**config.mk**
```make
export PLATFORM = sky130hd
export DESIGN_NAME = dwpid_lane
export DESIGN_NICKNAME = d
export VERILOG_FILES = /design/src/hw/rtl/dual_wheel_incremental_pid_speed_defines.svh /design/src/hw/rtl/dwpid_pkg.sv /design/src/hw/rtl/dwpid_lane.sv
export SDC_FILE = /design/constraint.sdc
export NUM_CORES = 2
export LEC_CHECK = 0
export BUFFER_PORTS_ARGS = -buffer_cell sky130_fd_sc_hd__buf_4
export CAP_MARGIN = 20
export CORE_UTILIZATION = 26
export CTS_BUF_LIST = sky130_fd_sc_hd__clkbuf_4 sky130_fd_sc_hd__clkbuf_8
export DETAILED_ROUTE_END_ITERATION = 7
export PLACE_DENSITY = 0.48
export SYNTH_ARGS = -nofsm -noshare
export SYNTH_HDL_FRONTEND = slang
export SYNTH_SLANG_ARGS = --single-unit
```
**constraint.sdc**
```tcl
create_clock -name clock -period 12.5 [get_ports clock]
set_input_delay 3.125 -clock clock [delete_from_list [all_inputs] [get_ports clock]]
set_output_delay 3.125 -clock clock [all_outputs]
set_load 0.03 [all_outputs]
```
**src/hw/rtl/dual_wheel_incremental_pid_speed_defines.svh**
```systemverilog
// assertion macros shared by the speed loop rtl
`ifndef DUAL_WHEEL_INCREMENTAL_PID_SPEED_DEFINES_SVH
`define DUAL_WHEEL_INCREMENTAL_PID_SPEED_DEFINES_SVH

// same-cycle implication
`define DWPID_ASSERT_NOW(lbl, clk, rst, ante, cons, msg) \
   lbl: assert property (@(posedge clk) disable iff (rst) (ante) |-> (cons)) \
      else $error(msg);

// next-cycle implication
`define DWPID_ASSERT_NEXT(lbl, clk, rst, ante, cons, msg) \
   lbl: assert property (@(posedge clk) disable iff (rst) (ante) |=> (cons)) \
      else $error(msg);

`endif

```
**src/hw/rtl/dwpid_pkg.sv**
```systemverilog
// types and constants of the dual wheel speed loop
package dwpid_pkg;

   localparam int MAX_LANES   = 2;
   localparam int STAGES      = 5;
   localparam int CSR_DATA_W  = 16;
   localparam int CSR_INDEX_W = 3;
   localparam int MAG_W       = 28;
   localparam int PROD_W      = MAG_W + 32;
   localparam int RECIP_SHIFT = 35;

   localparam logic [31:0] RECIP_10       = 32'hCCCC_CCCD;
   localparam logic [15:0] TARGET_RESET   = 16'd150;
   localparam logic [15:0] MAX_DUTY_RESET = 16'd50000;

   typedef enum logic [CSR_INDEX_W-1:0] {
      CSR_P_GAIN       = 3'd0,
      CSR_I_GAIN       = 3'd1,
      CSR_D_GAIN       = 3'd2,
      CSR_TARGET_SPEED = 3'd3,
      CSR_MAX_DUTY     = 3'd4
   } csr_index_type;

   typedef struct packed {
      logic [14:0] count_left;
      logic        dir_left;
      logic [14:0] count_right;
      logic        dir_right;
   } req_type;

   typedef struct packed {
      logic [15:0] duty_left;
      logic [15:0] duty_right;
   } rsp_type;

   typedef struct packed {
      logic [9:0]         p_gain;
      logic [9:0]         i_gain;
      logic [9:0]         d_gain;
      logic signed [15:0] target_speed;
      logic [15:0]        max_duty;
   } cfg_type;

   typedef struct packed {
      logic [STAGES-1:0] load;
   } lane_ctrl_type;

endpackage

```
**src/hw/rtl/dwpid_lane.sv**
```systemverilog
// one wheel of the incremental pid: error, products, divide by ten, duty update
module dwpid_lane
   import dwpid_pkg::*;
(
   input  logic          clock,
   input  logic          reset,
   input  lane_ctrl_type ctrl,
   input  cfg_type       cfg,
   input  logic [14:0]   count,
   input  logic          negate,
   output logic [15:0]   duty
);

   // error history and duty, reset to zero
   logic signed [15:0] prev_ff, prev_in;
   logic signed [15:0] older_ff, older_in;
   logic [15:0]        duty_ff, duty_in;

   // stage 0: error and its differences
   logic signed [15:0] speed;
   logic signed [15:0] err;
   logic signed [15:0] e_ff;
   logic signed [16:0] d1_ff, d1_in;
   logic signed [18:0] d2_ff, d2_in;

   assign speed = negate ? -$signed({1'b0, count}) : $signed({1'b0, count});
   assign err   = cfg.target_speed - speed;
   assign d1_in = $signed({err[15], err}) - $signed({prev_ff[15], prev_ff});
   assign d2_in = $signed({{3{err[15]}}, err})
                - $signed({{2{prev_ff[15]}}, prev_ff, 1'b0})
                + $signed({{3{older_ff[15]}}, older_ff});
   assign prev_in  = ctrl.load[0] ? err : prev_ff;
   assign older_in = ctrl.load[0] ? prev_ff : older_ff;

   // stage 1: gain products
   logic signed [27:0] pp_ff, pp_in;
   logic signed [26:0] pi_ff, pi_in;
   logic signed [29:0] pd_ff, pd_in;

   assign pp_in = $signed({1'b0, cfg.p_gain}) * d1_ff;
   assign pi_in = $signed({1'b0, cfg.i_gain}) * e_ff;
   assign pd_in = $signed({1'b0, cfg.d_gain}) * d2_ff;

   // stage 2: sum, split into sign and magnitude
   logic signed [29:0] sum;
   logic [29:0]        abs_sum;
   logic               sneg_ff;
   logic [MAG_W-1:0]   mag_ff;

   assign sum = $signed({{2{pp_ff[27]}}, pp_ff})
              + $signed({{3{pi_ff[26]}}, pi_ff})
              + pd_ff;
   assign abs_sum = sum[29] ? 30'(-sum) : 30'(sum);

   // stage 3: divide by ten through the reciprocal, low 16 bits kept
   logic [PROD_W-1:0] prod;
   logic              qneg_ff;
   logic [15:0]       q_ff;

   assign prod = mag_ff * RECIP_10;

   // stage 4: signed increment, accumulate and clamp
   logic [15:0]        inc;
   logic signed [17:0] acc;

   assign inc = qneg_ff ? (~q_ff + 16'd1) : q_ff;
   assign acc = $signed({2'b00, duty_ff}) + $signed({{2{inc[15]}}, inc});

   always_comb begin
      duty_in = duty_ff;
      if (ctrl.load[4]) begin
         if (acc[17]) begin
            duty_in = '0;
         end else if (acc[16:0] > {1'b0, cfg.max_duty}) begin
            duty_in = cfg.max_duty;
         end else begin
            duty_in = acc[15:0];
         end
      end
   end

   always_ff @(posedge clock) begin
      if (reset) begin
         prev_ff  <= '0;
         older_ff <= '0;
         duty_ff  <= '0;
      end else begin
         prev_ff  <= prev_in;
         older_ff <= older_in;
         duty_ff  <= duty_in;
      end
   end

   always_ff @(posedge clock) begin
      if (ctrl.load[0]) begin
         e_ff  <= err;
         d1_ff <= d1_in;
         d2_ff <= d2_in;
      end
      if (ctrl.load[1]) begin
         pp_ff <= pp_in;
         pi_ff <= pi_in;
         pd_ff <= pd_in;
      end
      if (ctrl.load[2]) begin
         sneg_ff <= sum[29];
         mag_ff  <= abs_sum[MAG_W-1:0];
      end
      if (ctrl.load[3]) begin
         qneg_ff <= sneg_ff;
         q_ff    <= prod[RECIP_SHIFT+15:RECIP_SHIFT];
      end
   end

   assign duty = duty_ff;

endmodule

```
### Word-level counts from Yosys, hierarchy flattened

Index checks and enable logic that the tools add are counted.

| storage, ports and cells | value |
|---|---|
| register bits | 231 |
| input bits | 85 |
| output and inout port bits | 16 |

| operators by class | value |
|---|---|
| add/subtract/negate cells | 10 |
| multiply operators | 4 |
| $lt $le $gt $ge | 1 |
| multiplexer cells | 5 |
| bitwise operators | 1 |

Operators by type and width:

| operator | count |
|---|---|
| two-way mux 16 bit | 4 |
| multiplier 28 x 32 -> 51 bit, second input constant | 1 |
| adder 29 x 30 -> 30 bit | 1 |
| multiplier 11 x 19 -> 30 bit | 1 |
| adder 28 x 27 -> 29 bit | 1 |
| multiplier 11 x 17 -> 28 bit | 1 |
| two-way mux 28 bit | 1 |
| negator 28 bit | 1 |
| multiplier 11 x 16 -> 27 bit | 1 |
| adder 18 x 16 -> 19 bit | 1 |
| adder 17 x 16 -> 18 bit | 1 |
| subtractor 16 x 17 -> 18 bit | 1 |
| > comparator 17 x 16 -> 1 bit | 1 |
| subtractor 16 x 16 -> 17 bit | 1 |
| adder 16 x 1 -> 16 bit, second input constant | 1 |
| negator 15 -> 16 bit | 1 |
| NOT 16 bit | 1 |
| subtractor 16 bit | 1 |

### Depth between registers and ports, before layout

| depth | value |
|---|---|
| depth in word-level cells | 7 |
| mapped depth | 25 |
| gate-level depth less buffers | 25 |

### Worst setup path before layout

No wires, ideal clock.

| path | value |
|---|---|
| path type | input -> register |
| start point | input port cfg[54] (netlist name) |
| end point | register pp_ff[27] (data pin) |
| arrival time | 8.407 ns |
| data required time | 12.240 ns |
| path slack | 3.832 ns |
| stages | 21 |
| buffers on the path | 2 |
| cells stage by stage | clkbuf_1 -> clkbuf_1 -> nand2_1 -> fa_1 -> fa_1 -> inv_1 -> fa_1 -> inv_1 -> fa_1 -> fa_1 -> inv_1 -> ha_1 -> a21o_1 -> a21oi_1 -> a31oi_1 -> o41ai_1 -> o21ai_0 -> nor4_1 -> o41ai_1 -> a31oi_1 -> xnor2_1 |

| between the ends | value |
|---|---|
| longest elaborated chain between the ends | 1 |

Ends and longest elaborated chain:

| what | line | source |
|---|---|---|
| start, declared | dwpid_lane.sv:8 | `input cfg_type cfg,` |
| multiplier 11 x 17 -> 28 bit | dwpid_lane.sv:40 | `assign pp_in = $signed({1'b0, cfg.p_gain}) * d1_ff;` |
| net pp_in[27] | dwpid_lane.sv:36 | `logic signed [27:0] pp_ff, pp_in;` |
| end signal, assigned | dwpid_lane.sv:101 | `pp_ff <= pp_in;` |
| end, declared | dwpid_lane.sv:36 |  |

The timed path passes the listed nets, and every way through them passes these cells.
A chain may end at the register's enable or synchronous reset.

### Final worst setup path

Same ends and word-level chain as after synthesis.

==> impl_metrics.prom <==
# TYPE chip_impl_metric gauge
chip_impl_metric{name="grt_pass1_wl",unit="um"} 164000
chip_impl_metric{name="final_cell_count_no_fill",unit=""} 6312
chip_impl_info{name="yosysMostFrequentCell",value="sky130_fd_sc_hd__inv_1"} 1
chip_impl_metric{name="async_s_r_ff_share_synth",unit="%"} 0
chip_impl_metric{name="die-area",unit="um2"} 160000
chip_impl_info{name="area_contributors_post_synth",value="sky130_fd_sc_hd__fa_1 (35%), sky130_fd_sc_hd__ha_1 (15%), sky130_fd_sc_hd__edfxtp_1 (13%), sky130_fd_sc_hd__inv_1 (8.2%), sky130_fd_sc_hd__and2_1 (4.7%)"} 1
chip_impl_metric{name="critical_path_rt",unit="ns"} 12.88
chip_impl_metric{name="synth_mux_area_share",unit="%"} 1.17
chip_impl_info{name="timing.critical_path.cells",value="buf_4, nand2_1, fa_1, fa_1, inv_1, fa_1, inv_1, fa_1, fa_1, inv_1, ha_1, a21o_1, a21oi_1, a31oi_1, o41ai_1, o21ai_0, nor4_1, o41ai_1, a31oi_1, xnor2_1"} 1
chip_impl_info{name="outcome",value="finished, final reports clean"} 1
chip_impl_info{name="top_layer_used",value="met4"} 1
chip_impl_metric{name="syn_area_per_cell",unit="um2"} 9.91
chip_impl_metric{name="core",unit="um2"} 157000
chip_impl_metric{name="synth_compound_gate_area_share",unit="%"} 6.81
chip_impl_metric{name="syn_area",unit="um2"} 41200
chip_impl_metric{name="first_global_vias",unit=""} 30200
chip_impl_metric{name="worst-path-max-fanout",unit=""} 17
chip_impl_metric{name="place.gp.congestion",unit=""} 0.816
chip_impl_metric{name="met2WireLength",unit="um"} 51400
chip_impl_metric{name="post_placement_cell_count",unit=""} 6218
chip_impl_info{name="clockRootBuffer",value="sky130_fd_sc_hd__clkbuf_8"} 1
chip_impl_metric{name="synth-edff-count",unit=""} 183
chip_impl_metric{name="setup_viol",unit=""} 0
chip_impl_metric{name="post-route-cell-area",unit="um2"} 45200
chip_impl_metric{name="viasPerCell",unit=""} 4.31
chip_impl_metric{name="finish.net_count",unit=""} 5516
chip_impl_metric{name="port_buffers",unit=""} 100
chip_impl_metric{name="number_of_flip_flops_and_latches_in_the_synthesized_netlist",unit=""} 231
chip_impl_info{name="netlist_top_cells_count",value="sky130_fd_sc_hd__inv_1 (901), sky130_fd_sc_hd__fa_1 (719), sky130_fd_sc_hd__ha_1 (502)"} 1
chip_impl_metric{name="clock_sinks",unit=""} 231
chip_impl_metric{name="maxCapViolations",unit=""} 0
chip_impl_info{name="cts_tree",value="built"} 1
chip_impl_info{name="timing.critical_path.from_type",value="input port"} 1
chip_impl_metric{name="start_util",unit="%"} 26.3
chip_impl_metric{name="yosys.area_share.xor_xnor",unit="%"} 4.83
chip_impl_metric{name="count_of_yosys_warnings_during_synthesis",unit=""} 0
chip_impl_metric{name="wl_met3",unit="um"} 2630
chip_impl_info{name="crit_top_cell",value="sky130_fd_sc_hd__fa_1"} 1
chip_impl_metric{name="tightest_slew",unit="ns"} 1.03
chip_impl_metric{name="detail_route.iter0.violations",unit=""} 1168
chip_impl_metric{name="timing.max_slew.rel_slack",unit="%"} 31.0
chip_impl_info{name="setup.worst_path.class",value="input port to flip-flop"} 1
chip_impl_metric{name="chipHeight",unit="um"} 400
chip_impl_info{name="synth-main-ff-cell",value="sky130_fd_sc_hd__edfxtp_1"} 1
chip_impl_metric{name="clk_latency",unit="ns"} 0.67
chip_impl_metric{name="ctsHtreeMaxLevel",unit=""} 2
chip_impl_metric{name="period_minus_slack",unit="ns"} 8.34
chip_impl_metric{name="io_pins",unit=""} 101
chip_impl_metric{name="detailedRoute.firstPassIterationCount",unit=""} 5
chip_impl_info{name="critical_path.endpoint_type",value="flip-flop"} 1
chip_impl_metric{name="post_synth_and_or_nand_nor_area_fraction",unit="%"} 12.2
chip_impl_metric{name="clock_tree.buffer_depth",unit=""} 3
chip_impl_metric{name="cts_repair_resize_count",unit=""} 0
chip_impl_info{name="grt_setup_unrepaired",value="false"} 1
chip_impl_metric{name="drc_errors",unit=""} 0
chip_impl_metric{name="dpl.hpwl",unit="um"} 86900
chip_impl_info{name="slowest_stage_cell_cp",value="sky130_fd_sc_hd__o41ai_1"} 1
chip_impl_metric{name="grt_residual_overflow",unit=""} 0
chip_impl_metric{name="synth.lib_cells_used.distinct",unit=""} 72
chip_impl_metric{name="detailed_place.area",unit="um2"} 44200
chip_impl_metric{name="finalWirelength",unit="um"} 101000
chip_impl_metric{name="finalSetupTns",unit="ns"} 0
chip_impl_metric{name="dieWidth",unit="um"} 400
chip_impl_metric{name="finalClockSkew",unit="ns"} 0.0551
chip_impl_info{name="post-synth-top-area-cell",value="sky130_fd_sc_hd__fa_1"} 1
chip_impl_metric{name="via_count",unit=""} 27200
chip_impl_metric{name="drt-wirelength-per-cell",unit="um"} 16.0
chip_impl_metric{name="grt_start_max_net_pins",unit=""} 79
chip_impl_metric{name="slew_viol_final",unit=""} 0
chip_impl_metric{name="grtUsageTotal",unit="%"} 13.2
chip_impl_metric{name="ys_seq_area_share",unit="%"} 15.7
chip_impl_metric{name="synth_nets",unit=""} 5465
chip_impl_metric{name="area_delta_synth_final",unit="%"} 9.81
chip_impl_metric{name="post-cts-setup-buffer-count",unit=""} 0
chip_impl_metric{name="number_of_endpoints_with_negative_hold_slack_in_the_final_report",unit=""} 0
chip_impl_metric{name="cpPeakStageDelay",unit="ns"} 0.59
chip_impl_metric{name="worst_setup_hold_path_clk_slew",unit="ns"} 0.06
chip_impl_metric{name="tritoncts.num_buffers",unit=""} 46
chip_impl_metric{name="synthAdderAreaFrac",unit="%"} 50.2
chip_impl_metric{name="cp.arrival",unit="ns"} 8.72
chip_impl_info{name="largest_family_of_logic_cells_by_synthesized_area",value="adder cells"} 1
chip_impl_metric{name="grt_antenna_before_repair",unit=""} 3
chip_impl_info{name="hold_path.class",value="flip-flop to flip-flop"} 1
chip_impl_metric{name="antenna_violating_nets_post_route",unit=""} 0
chip_impl_metric{name="synth_top_area_share",unit="%"} 34.9
chip_impl_metric{name="tcrit_tclk_final",unit="%"} 66.7
chip_impl_metric{name="fmax",unit="MHz"} 120
chip_impl_metric{name="syn_inst",unit=""} 4159
chip_impl_metric{name="hold_buffers",unit=""} 0
chip_impl_metric{name="share_of_final_layout_standard_cells_stronger_than_drive_strength_1",unit="%"} 4.80
chip_impl_metric{name="crit_buf_inv",unit=""} 4
chip_impl_metric{name="met1_length",unit="um"} 44000
chip_impl_metric{name="fp-row-count",unit=""} 145
chip_impl_info{name="critical_path.top_delay_family",value="adder cells"} 1
per-stage QoR:
step / util, % / hold WS, ns / worst slack, ns
2_1_floorplan: - / 0.400 / 3.83
3_3_place_gp: 28.2 / 0.472 / 3.48
3_5_place_dp: 28.2 / 0.476 / 3.52
4_1_cts: 28.8 / 0.489 / 4.22
5_1_grt: 28.9 / 0.517 / 3.75
6_report: 28.9 / 0.487 / 4.16
tightest hold or removal path: stages, from the launching register on:
cell and delay [ns]:
sky130_fd_sc_hd__dfxtp_1 0.33, sky130_fd_sc_hd__nand2_1 0.06, sky130_fd_sc_hd__o21ai_1 0.05
cells in the final DEF (no fill, tap or decap), types with 16 or more instances in the layout:
cell type and instances:
sky130_fd_sc_hd__nand3_1 35, sky130_fd_sc_hd__and2_1 312, sky130_fd_sc_hd__and3_1 18, sky130_fd_sc_hd__nor2_1 137, sky130_fd_sc_hd__a211oi_1 21, sky130_fd_sc_hd__buf_4 103, sky130_fd_sc_hd__o21a_1 21, sky130_fd_sc_hd__xnor2_1 166
sky130_fd_sc_hd__o21ai_0 76, sky130_fd_sc_hd__fa_1 719, sky130_fd_sc_hd__a21oi_1 118, sky130_fd_sc_hd__nand2_1 328, sky130_fd_sc_hd__mux2i_1 48, sky130_fd_sc_hd__o21ai_1 26, sky130_fd_sc_hd__or3_1 18, sky130_fd_sc_hd__nor3_1 42
sky130_fd_sc_hd__dfxtp_1 48, sky130_fd_sc_hd__nand2b_1 24, sky130_fd_sc_hd__clkbuf_8 48, sky130_fd_sc_hd__xor2_1 61, sky130_fd_sc_hd__a21o_1 54, sky130_fd_sc_hd__inv_1 901, sky130_fd_sc_hd__nand4_1 16, sky130_fd_sc_hd__ha_1 502
sky130_fd_sc_hd__o31ai_1 21, sky130_fd_sc_hd__edfxtp_1 183, sky130_fd_sc_hd__nor2b_1 27
worst paths after layout:
| path | startpoint | end | slack (ns) | cells after the start |
|---|---|---|---|---|
| worst max-delay path | cfg[54] | pp_ff[27]$_DFFE_PP_ | 4.16 | 20 |
| worst min-delay path | duty[4]$_SDFFE_PP0P_ | duty[4]$_SDFFE_PP0P_ | 0.49 | 2 |
| worst max register to register | mag_ff[4]$_DFFE_PP_ | q_ff[15]$_DFFE_PP_ | 4.83 | 23 |
| worst min register to register | duty[4]$_SDFFE_PP0P_ | duty[4]$_SDFFE_PP0P_ | 0.49 | 2 |
cell families (layout without fill, tap and decap cells):
kind of cell    after synthesis  in the layout
fa+ha+maj                  1221           1221
other cells                   0              7
simple gates                996            996
mux                          48             48
xor+xnor                    227            227
compound gates              432            432
flops                       231            231
buf+inv                    1004           1092
routing by layer:
metal	track usage (%)	vias up
met1	16.3	13500
met2	23.9	384
li1	-	13200
met3	1.41	116
met4	3.73	0
met5	0	-
cell type report:
type,instances,area [um2]
Multi-Input combinational cell,2924,31000
Clock buffer,61,758
Fill cell,16500,112000
Antenna cell,7,17.5
Clock inverter,24,255
Inverter,901,3380
Timing Repair Buffer,106,831
Sequential cell,231,6460
Tap cell,2058,2570
sequential cells by signal, indices dropped and copies added, names as in the netlist:
| signal | count |
|---|---|
| pd_ff | 30 |
| mag_ff | 28 |
| pp_ff | 28 |
| pi_ff | 27 |
| d2_ff | 19 |
| d1_ff | 17 |
| duty | 16 |
| e_ff | 16 |
| older_ff | 16 |
| prev_ff | 16 |
| q_ff | 16 |
| qneg_ff | 1 |
| sneg_ff | 1 |
Power is not shown: default switching activity piles up to over one toggle a cycle in this logic, so the estimate is an artifact.
